File: src/hdl/tps_pkg.sv
package tps_pkg;

    localparam int CB        = 32;
    localparam int NW        = 18;
    localparam int OFFW      = 32;
    localparam int PROD_W    = NW + CB;
    localparam int DSUM_W    = PROD_W + 2;
    localparam int SH_W      = DSUM_W - 16;
    localparam int DIST_W    = ((SH_W > OFFW) ? SH_W : OFFW) + 1;
    localparam int S_W       = DIST_W + 1;
    localparam int FRAC      = 61 - CB;
    localparam int KMAX      = (S_W > FRAC) ? (S_W - FRAC) : 0;
    localparam int K_W       = $clog2(KMAX + 2);
    localparam int DEL_W     = CB + 1;
    localparam int Q_W       = DEL_W;
    localparam int DIVD_W    = DEL_W + FRAC;
    localparam int DIV_STEPS = 4;
    localparam int DIV_STAGES = (Q_W + DIV_STEPS - 1) / DIV_STEPS;
    localparam int LANES     = 6;
    localparam int LATENCY   = 4 + DIV_STAGES + 1;

    localparam logic [1:0] EDGE_AB = 2'd0;
    localparam logic [1:0] EDGE_BC = 2'd1;
    localparam logic [1:0] EDGE_AC = 2'd2;

    localparam logic [1:0] REG_NX  = 2'd0;
    localparam logic [1:0] REG_NY  = 2'd1;
    localparam logic [1:0] REG_NZ  = 2'd2;
    localparam logic [1:0] REG_OFF = 2'd3;

    typedef struct packed {
        logic signed [CB-1:0] a_x;
        logic signed [CB-1:0] a_y;
        logic signed [CB-1:0] a_z;
        logic signed [CB-1:0] b_x;
        logic signed [CB-1:0] b_y;
        logic signed [CB-1:0] b_z;
        logic signed [CB-1:0] c_x;
        logic signed [CB-1:0] c_y;
        logic signed [CB-1:0] c_z;
    } in_t;

    typedef struct packed {
        logic                 hit;
        logic signed [CB-1:0] start_x;
        logic signed [CB-1:0] start_y;
        logic signed [CB-1:0] start_z;
        logic signed [CB-1:0] end_x;
        logic signed [CB-1:0] end_y;
        logic signed [CB-1:0] end_z;
        logic [1:0]           start_edge;
        logic [1:0]           end_edge;
    } out_t;

    typedef struct packed {
        in_t                      vtx;
        logic signed [DIST_W-1:0] d0;
        logic signed [DIST_W-1:0] d1;
        logic signed [DIST_W-1:0] d2;
    } dist_t;

    typedef struct packed {
        logic              valid;
        logic              hit;
        logic [1:0]        es;
        logic [1:0]        ee;
    } meta_t;

    typedef struct packed {
        logic [DIVD_W-1:0]    dividend;
        logic [FRAC-1:0]      ns;
        logic signed [CB-1:0] pa;
        logic                 neg;
    } lane_t;

    function automatic logic signed [CB-1:0] vtx(input in_t t, input logic [1:0] v,
                                                 input logic [1:0] ax);
        logic signed [CB-1:0] r;
        case ({v, ax})
            4'b0000: r = t.a_x;
            4'b0001: r = t.a_y;
            4'b0010: r = t.a_z;
            4'b0100: r = t.b_x;
            4'b0101: r = t.b_y;
            4'b0110: r = t.b_z;
            4'b1000: r = t.c_x;
            4'b1001: r = t.c_y;
            4'b1010: r = t.c_z;
            default: r = '0;
        endcase
        return r;
    endfunction

endpackage

File: src/hdl/tps_div.sv
module tps_div (
    input  logic                          clk,
    input  tps_pkg::lane_t                lane,
    output logic signed [tps_pkg::CB-1:0] point
);

    localparam int NS = tps_pkg::DIV_STAGES;

    logic [tps_pkg::FRAC-1:0]      rem_s [NS+1];
    logic [tps_pkg::Q_W-1:0]       low_s [NS+1];
    logic [tps_pkg::FRAC-1:0]      ns_s  [NS+1];
    logic signed [tps_pkg::CB-1:0] pa_s  [NS+1];
    logic                          neg_s [NS+1];

    assign rem_s[0] = lane.dividend[tps_pkg::DIVD_W-1:tps_pkg::Q_W];
    assign low_s[0] = lane.dividend[tps_pkg::Q_W-1:0];
    assign ns_s[0]  = lane.ns;
    assign pa_s[0]  = lane.pa;
    assign neg_s[0] = lane.neg;

    for (genvar st = 0; st < NS; st++)
    begin : g_stage
        logic [tps_pkg::FRAC-1:0] rem_next;
        logic [tps_pkg::Q_W-1:0]  low_next;
        logic [tps_pkg::FRAC-1:0] rem_reg;
        logic [tps_pkg::Q_W-1:0]  low_reg;
        logic [tps_pkg::FRAC-1:0] ns_reg;
        logic signed [tps_pkg::CB-1:0] pa_reg;
        logic                     neg_reg;

        always_comb
        begin
            logic [tps_pkg::FRAC:0] t;
            rem_next = rem_s[st];
            low_next = low_s[st];
            for (int i = 0; i < tps_pkg::DIV_STEPS; i++)
            begin
                if (st * tps_pkg::DIV_STEPS + i < tps_pkg::Q_W)
                begin
                    t = {rem_next, low_next[tps_pkg::Q_W-1]};
                    low_next = low_next << 1;
                    if (t >= {1'b0, ns_s[st]})
                    begin
                        rem_next    = tps_pkg::FRAC'(t - {1'b0, ns_s[st]});
                        low_next[0] = 1'b1;
                    end
                    else
                    begin
                        rem_next = tps_pkg::FRAC'(t);
                    end
                end
            end
        end

        always_ff @(posedge clk)
        begin
            rem_reg <= rem_next;
            low_reg <= low_next;
            ns_reg  <= ns_s[st];
            pa_reg  <= pa_s[st];
            neg_reg <= neg_s[st];
        end

        assign rem_s[st+1] = rem_reg;
        assign low_s[st+1] = low_reg;
        assign ns_s[st+1]  = ns_reg;
        assign pa_s[st+1]  = pa_reg;
        assign neg_s[st+1] = neg_reg;
    end

    // remainder of the last stage is not needed
    logic unused_rem;
    assign unused_rem = ^rem_s[NS];

    assign point = (neg_s[NS] && !unused_rem) || neg_s[NS]
                 ? pa_s[NS] - tps_pkg::CB'(low_s[NS])
                 : pa_s[NS] + tps_pkg::CB'(low_s[NS]);

endmodule

File: config.mk
export PLATFORM = sky130hd
export DESIGN_NAME = tps_div
export DESIGN_NICKNAME = d
export VERILOG_FILES = /design/src/hdl/tps_pkg.sv /design/src/hdl/tps_div.sv
export SDC_FILE = /design/constraint.sdc
export NUM_CORES = 2
export LEC_CHECK = 0
export ABC_CLOCK_PERIOD_IN_PS = 13700
export BUFFER_PORTS_ARGS = -buffer_cell sky130_fd_sc_hd__buf_2
export CORE_MARGIN = 2
export CORE_UTILIZATION = 59
export DETAILED_ROUTE_END_ITERATION = 10
export GPL_TIMING_DRIVEN = 1
export HOLD_SLACK_MARGIN = 0.15
export PLACE_DENSITY_LB_ADDON = 0.12
export SLEW_MARGIN = 20
export SYNTH_ARGS = -nofsm -noshare
export SYNTH_HDL_FRONTEND = slang
export SYNTH_SLANG_ARGS = --single-unit
export TNS_END_PERCENT = 10
File: constraint.sdc
create_clock -name clk -period 13.7 [get_ports clk]
set_input_delay 2.055 -clock clk [delete_from_list [all_inputs] [get_ports clk]]
set_output_delay 2.055 -clock clk [all_outputs]
set_load 0.05 [all_outputs]
# --- Yosys cells after proc, flatten, opt, wreduce, memory -nomap -nowiden ---
# Index checks and enable logic that the tools add are counted.
totals:
  regBits: 1086
  output_inout_bits: 32
  elab_cells: 183
classes:
  addsub: 35
  magnitude_cmp: 33
  mux: 67
  n_reduce_logical: 4
ops:
  columns: ["operator", "count"]
  rows:
  - ["$ge 30x29->1", 33]
  - ["$mux 29", 33]
  - ["$sub 29x29->29", 33]
  - ["$mux 1", 33]
  - ["$add 32x32->32", 1]
  - ["$mux 32", 1]
  - ["$sub 32x32->32", 1]
  - ["$reduce_xor 29->1", 1]
  - ["$logic_and 1x1->1", 1]
  - ["$logic_not 1->1", 1]
  - ["$logic_or 1x1->1", 1]

# --- Logic depth before layout (Yosys ltp) ---
logic_depth:
  depth_word: 8
  mapped_depth: 60
  mapped_depth_nobuf: 55

# --- Worst setup path after synthesis ---
# No wires, ideal clock.
synth_path:
  path_type: "input to register"
  startpoint: "in lane[45] in the netlist's numbering"
  endpoint: "reg g_stage[0].rem_reg[14] in the netlist's numbering"
  arrival_time_ps: 13437
  setup_slack_ps: 126
  stages: 52
  n_path_buf: 7
  cell_sequence: "inv_1 ha_1 and3_1 nor3b_1 a31o_2 a211o_1 a2111oi_0 a31oi_1 clkbuf_1 buf_1 clkbuf_1 nand2_1 o21ai_0 fa_1 nand2b_1 a2111oi_0 o21ba_2 a211oi_1 [... 16 more ...] o21ai_0 o21ai_1 clkbuf_1 mux2_2 ha_1 o21a_1 nor2_1 nor2b_1 o22ai_1 o21ai_0 a221o_1 o211a_1 o21ai_0 o211a_1 mux2_2 clkbuf_1 clkbuf_1 o221ai_1"
synth_via:
  elab_chain_cells: 8
synth_rtl:
  columns: ["element", "line", "source"]
  rows:
  - ["start, declared", "tps_div.sv:3", "input tps_pkg::lane_t lane,"]
  - ["$sub 29x29->29 / $ge 30x29->1 (equally long branches)", "tps_div.sv:44, tps_div.sv:42", null]
  - ["$mux 29", "tps_div.sv:42", "if (t >= {1'b0, ns_s[st]})"]
  - ["$sub 29x29->29 / $ge 30x29->1 (equally long branches)", "tps_div.sv:44, tps_div.sv:42", null]
  - ["$mux 29", "tps_div.sv:42", null]
  - ["$ge 30x29->1 / $sub 29x29->29 (equally long branches)", "tps_div.sv:42, tps_div.sv:44", null]
  - ["$mux 29", "tps_div.sv:42", null]
  - ["$sub 29x29->29 / $ge 30x29->1 (equally long branches)", "tps_div.sv:44, tps_div.sv:42", null]
  - ["$mux 29 (*)", "tps_div.sv:42", null]
  - ["via g_stage[0].rem_next, one bit", "tps_div.sv:23", "logic [tps_pkg::FRAC-1:0] rem_next;"]
  - ["end signal, assigned", "tps_div.sv:57", "rem_reg <= rem_next;"]
  - ["end, declared", "tps_div.sv:25", "logic [tps_pkg::FRAC-1:0] rem_reg;"]
# The timed path passes the listed nets; every way through them passes the cells marked *.

# --- Worst setup path after layout ---
layout_path:
  startpoint: "reg g_stage[6].ns_reg[0] in the netlist's numbering"
  endpoint: "reg g_stage[7].rem_reg[10] in the netlist's numbering"
layout_via:
  elab_chain_cells: 8
layout_rtl:
  columns: ["element", "line", "source"]
  rows:
  - ["start, declared", "tps_div.sv:27", "logic [tps_pkg::FRAC-1:0] ns_reg;"]
  - ["start signal, assigned", "tps_div.sv:59", "ns_reg <= ns_s[st];"]
  - ["$sub 29x29->29 / $ge 30x29->1 (equally long branches)", "tps_div.sv:44, tps_div.sv:42", null]
  - ["$mux 29", "tps_div.sv:42", null]
  - ["$sub 29x29->29 / $ge 30x29->1 (equally long branches)", "tps_div.sv:44, tps_div.sv:42", null]
  - ["$mux 29", "tps_div.sv:42", null]
  - ["$sub 29x29->29 / $ge 30x29->1 (equally long branches)", "tps_div.sv:44, tps_div.sv:42", null]
  - ["$mux 29", "tps_div.sv:42", null]
  - ["$sub 29x29->29 / $ge 30x29->1 (equally long branches)", "tps_div.sv:44, tps_div.sv:42", null]
  - ["$mux 29 (*)", "tps_div.sv:42", null]
  - ["via g_stage[7].rem_next, one bit", "tps_div.sv:23", null]
  - ["end signal, assigned", "tps_div.sv:57", null]
  - ["end, declared", "tps_div.sv:25", null]
# Marks and branches as above.

==> run summary <==
Outcome -> completed
IO Pins -> 157
Synthesis-to-layout area growth -> 9.67%
Buffer depth of the longest clock path -> 3
First-pass GRT wire length -> 404 mm
Routability congestion estimate -> 1.03
Setup_tns -> 0 ns
Mapped Cells -> 9,739
Die X -> 375 µm
WP buf/inv -> 7
CP max stage cell -> dfxtp_1
Tcrit/Tclk final -> 95.8%
Wirelength per Cell -> 22.3 µm
CTS root buf -> clkbuf_16
Share of flip-flops with an asynchronous set or reset -> 0%
Rel. slew slack -> 21.3%
Routed wire length -> 266 mm
Most used DFF post-synth -> dfxtp_1
EDFF count, synth -> 0
H-tree depth -> 3
Sequential area share after synthesis -> 25.9%
Filler cells -> 11,700
Initial Util -> 59.3%
Via count -> 74,900
Die ar. -> 141,000 µm²
DPL Wire Length -> 215 mm
Synth Register Bits -> 1,049
Max cap viols -> 0
Largest net degree at the start of global routing -> 58
Critical path capture point type -> register
Post-Syn Area -> 81,200 µm²
1st-iter DRT viols -> 6,375
Final core utilization -> 65.0%
Core area -> 137,000 µm²
Worst Skew -> 0.0693 ns
Antenna Nets Post-Route -> 0
Grt total ovfl -> 0
DRT Pass-1 Iters -> 8
HP Class -> reg -> reg
Vias in the first global route -> 71,900
IO Port Bufs -> 156
Data arrival, critical path -> 13.72 ns
Net count after synthesis -> 10,900
Layout cells sized above 1 -> 9.84%
Setup CP Type -> reg -> reg
Max frequency -> 76.2 MHz
Clk sinks -> 1,049
Yosys cell types -> 105
Final Hold Viols -> 0
GR Util All Layers -> 36.5%
Std-Cell Rows -> 136
Die height -> 375 µm
Nets -> 11,200
Total number of yosys warnings -> 0
Crit start category -> register
Top delay family on crit path -> compound AO/OA/AOI/OAI gates
Vias per cell -> 6.29
Worst-skew pair later-pin latency -> 0.78 ns
Slew @ Worst Pin -> 1.17 ns
# DRC -> 0
Unrepaired setup endpoints after global routing -> true
Worst path max stage delay -> 0.46 ns
Final Setup Violations -> 0
Largest fanout on the critical path -> 26
Num CTS Buffers -> 106
Worst-path clk slew -> 0.07 ns
Initial antenna violation count -> 11
Post-Syn Area per Cell -> 8.34 µm²
Hold-fix buffers, CTS -> 0
Worst EP required -> 14.30 ns
TritonCTS clock tree -> yes
Final Max Slew Viols -> 0
Final min period -> 13.12 ns
==> layer usage <==
layer | share of wire (%) | global-route usage [%] | up-vias
met4 | 7.3 | 23.4 | 6
li1 | - | - | 36100
met1 | 41 | 44.3 | 35100
met3 | 6.3 | 4.75 | 773
met5 | 0.013 | 0 | -
met2 | 45 | 60.8 | 2861
==> kinds of logic after synthesis <==
| logic type | Yosys count | synth area share [%] |
|---|---|---|
| simple gates | 2581 | 15.4 |
| mux | 445 | 6.04 |
| buf+inv | 843 | 4.02 |
| xor+xnor | 797 | 8.59 |
| compound gates | 3001 | 24.0 |
| fa+ha+maj | 1023 | 16.1 |
| flops | 1049 | 25.9 |
==> worst register-to-register path: cells and delay by family (launching register included) <==
kind	cells	cell delay, ns
flip-flops	1	0.46
buffers and inverters	7	1.35
adder cells (fa/ha/maj)	5	1.67
multiplexers	3	0.98
AND/OR/NAND/NOR	6	0.90
AO/OA/AOI/OAI	29	7.61
==> synth_stat cells (68+ instances only) <==
master	n	area, µm²
xnor2_1	533	4670
inv_1	611	2290
ha_1	989	12400
nand3_1	230	1150
nor2b_1	109	682
dfxtp_1	1049	21000
and3_1	85	532
xor2_1	264	2310
nand4_1	143	895
o31ai_1	77	578
and2_1	68	425
nor3_1	182	911
nand2b_1	151	945
mux2_1	78	878
a21oi_1	897	4490
clkbuf_1	146	548
or3_1	77	482
a21o_1	383	2880
nor2_1	669	2510
o21a_1	145	1090
o21bai_1	122	916
nand2_1	668	2510
o21ai_0	586	2930
a211oi_1	94	706
mux2_2	276	3110
a31oi_1	84	526
mux2i_1	90	901
==> stage by stage <==
step                      instance area, µm²  std cells  worst slack [ns]  hold WS, ns
after floorplan                        81200       9739             0.126        0.310
after global placement                 85100      11700           0.00960        0.310
after detailed placement               85100      11700            -0.114        0.312
after CTS                              88900      11900             0.183        0.311
after global routing                   89100      11900           0.00195        0.311
final                                  89100      11900             0.576        0.311
==> placed cells by master, fill, tap and decap left out, drive strengths merged, types with 143 or more instances in the layout <==
cell / count
nand2b: 151
o21a: 145
nand3: 230
dfxtp: 1049
a21o: 383
a21oi: 900
nor2: 670
nand4: 143
xor2: 264
xnor2: 533
inv: 637
buf: 379
nor3: 183
mux2: 355
nand2: 671
ha: 989
o21ai: 612
==> path summary, 6_finish.rpt <==
kind,to,slack [ns],startpoint,cells past startpoint
worst max-delay path,g_stage[7].rem_reg[10],0.58,g_stage[6].ns_reg[0],50
worst min-delay path,g_stage[4].pa_reg[25],0.31,g_stage[3].pa_reg[25],0
worst max register to register,g_stage[7].rem_reg[10],0.58,g_stage[6].ns_reg[0],50
worst min register to register,g_stage[4].pa_reg[25],0.31,g_stage[3].pa_reg[25],0
==> cell type report <==
| cell class | instances | area [µm²] | area share, % |
|---|---|---|---|
| Tap cell | 1794 | 2240 | 2.52 |
| Clock inverter | 62 | 877 | 0.985 |
| Timing Repair Buffer | 379 | 2520 | 2.83 |
| Clock buffer | 135 | 2920 | 3.28 |
| Inverter | 625 | 2360 | 2.65 |
| Sequential cell | 1049 | 21000 | 23.6 |
| Antenna cell | 4 | 10.0 | 0.0112 |
| Multi-Input combinational cell | 7847 | 57100 | 64.1 |
==> what timing repair did <==
action | CTS | global route
setup buffers | 2 | 1
pin swaps | 1 | 2
gates resized for setup | 0 | 38
endpoints found under the setup margin | 11 | 206
Power is left out: the tool's default activity adds up to more than one toggle a clock period on the data nets, which glitch-free logic cannot reach.
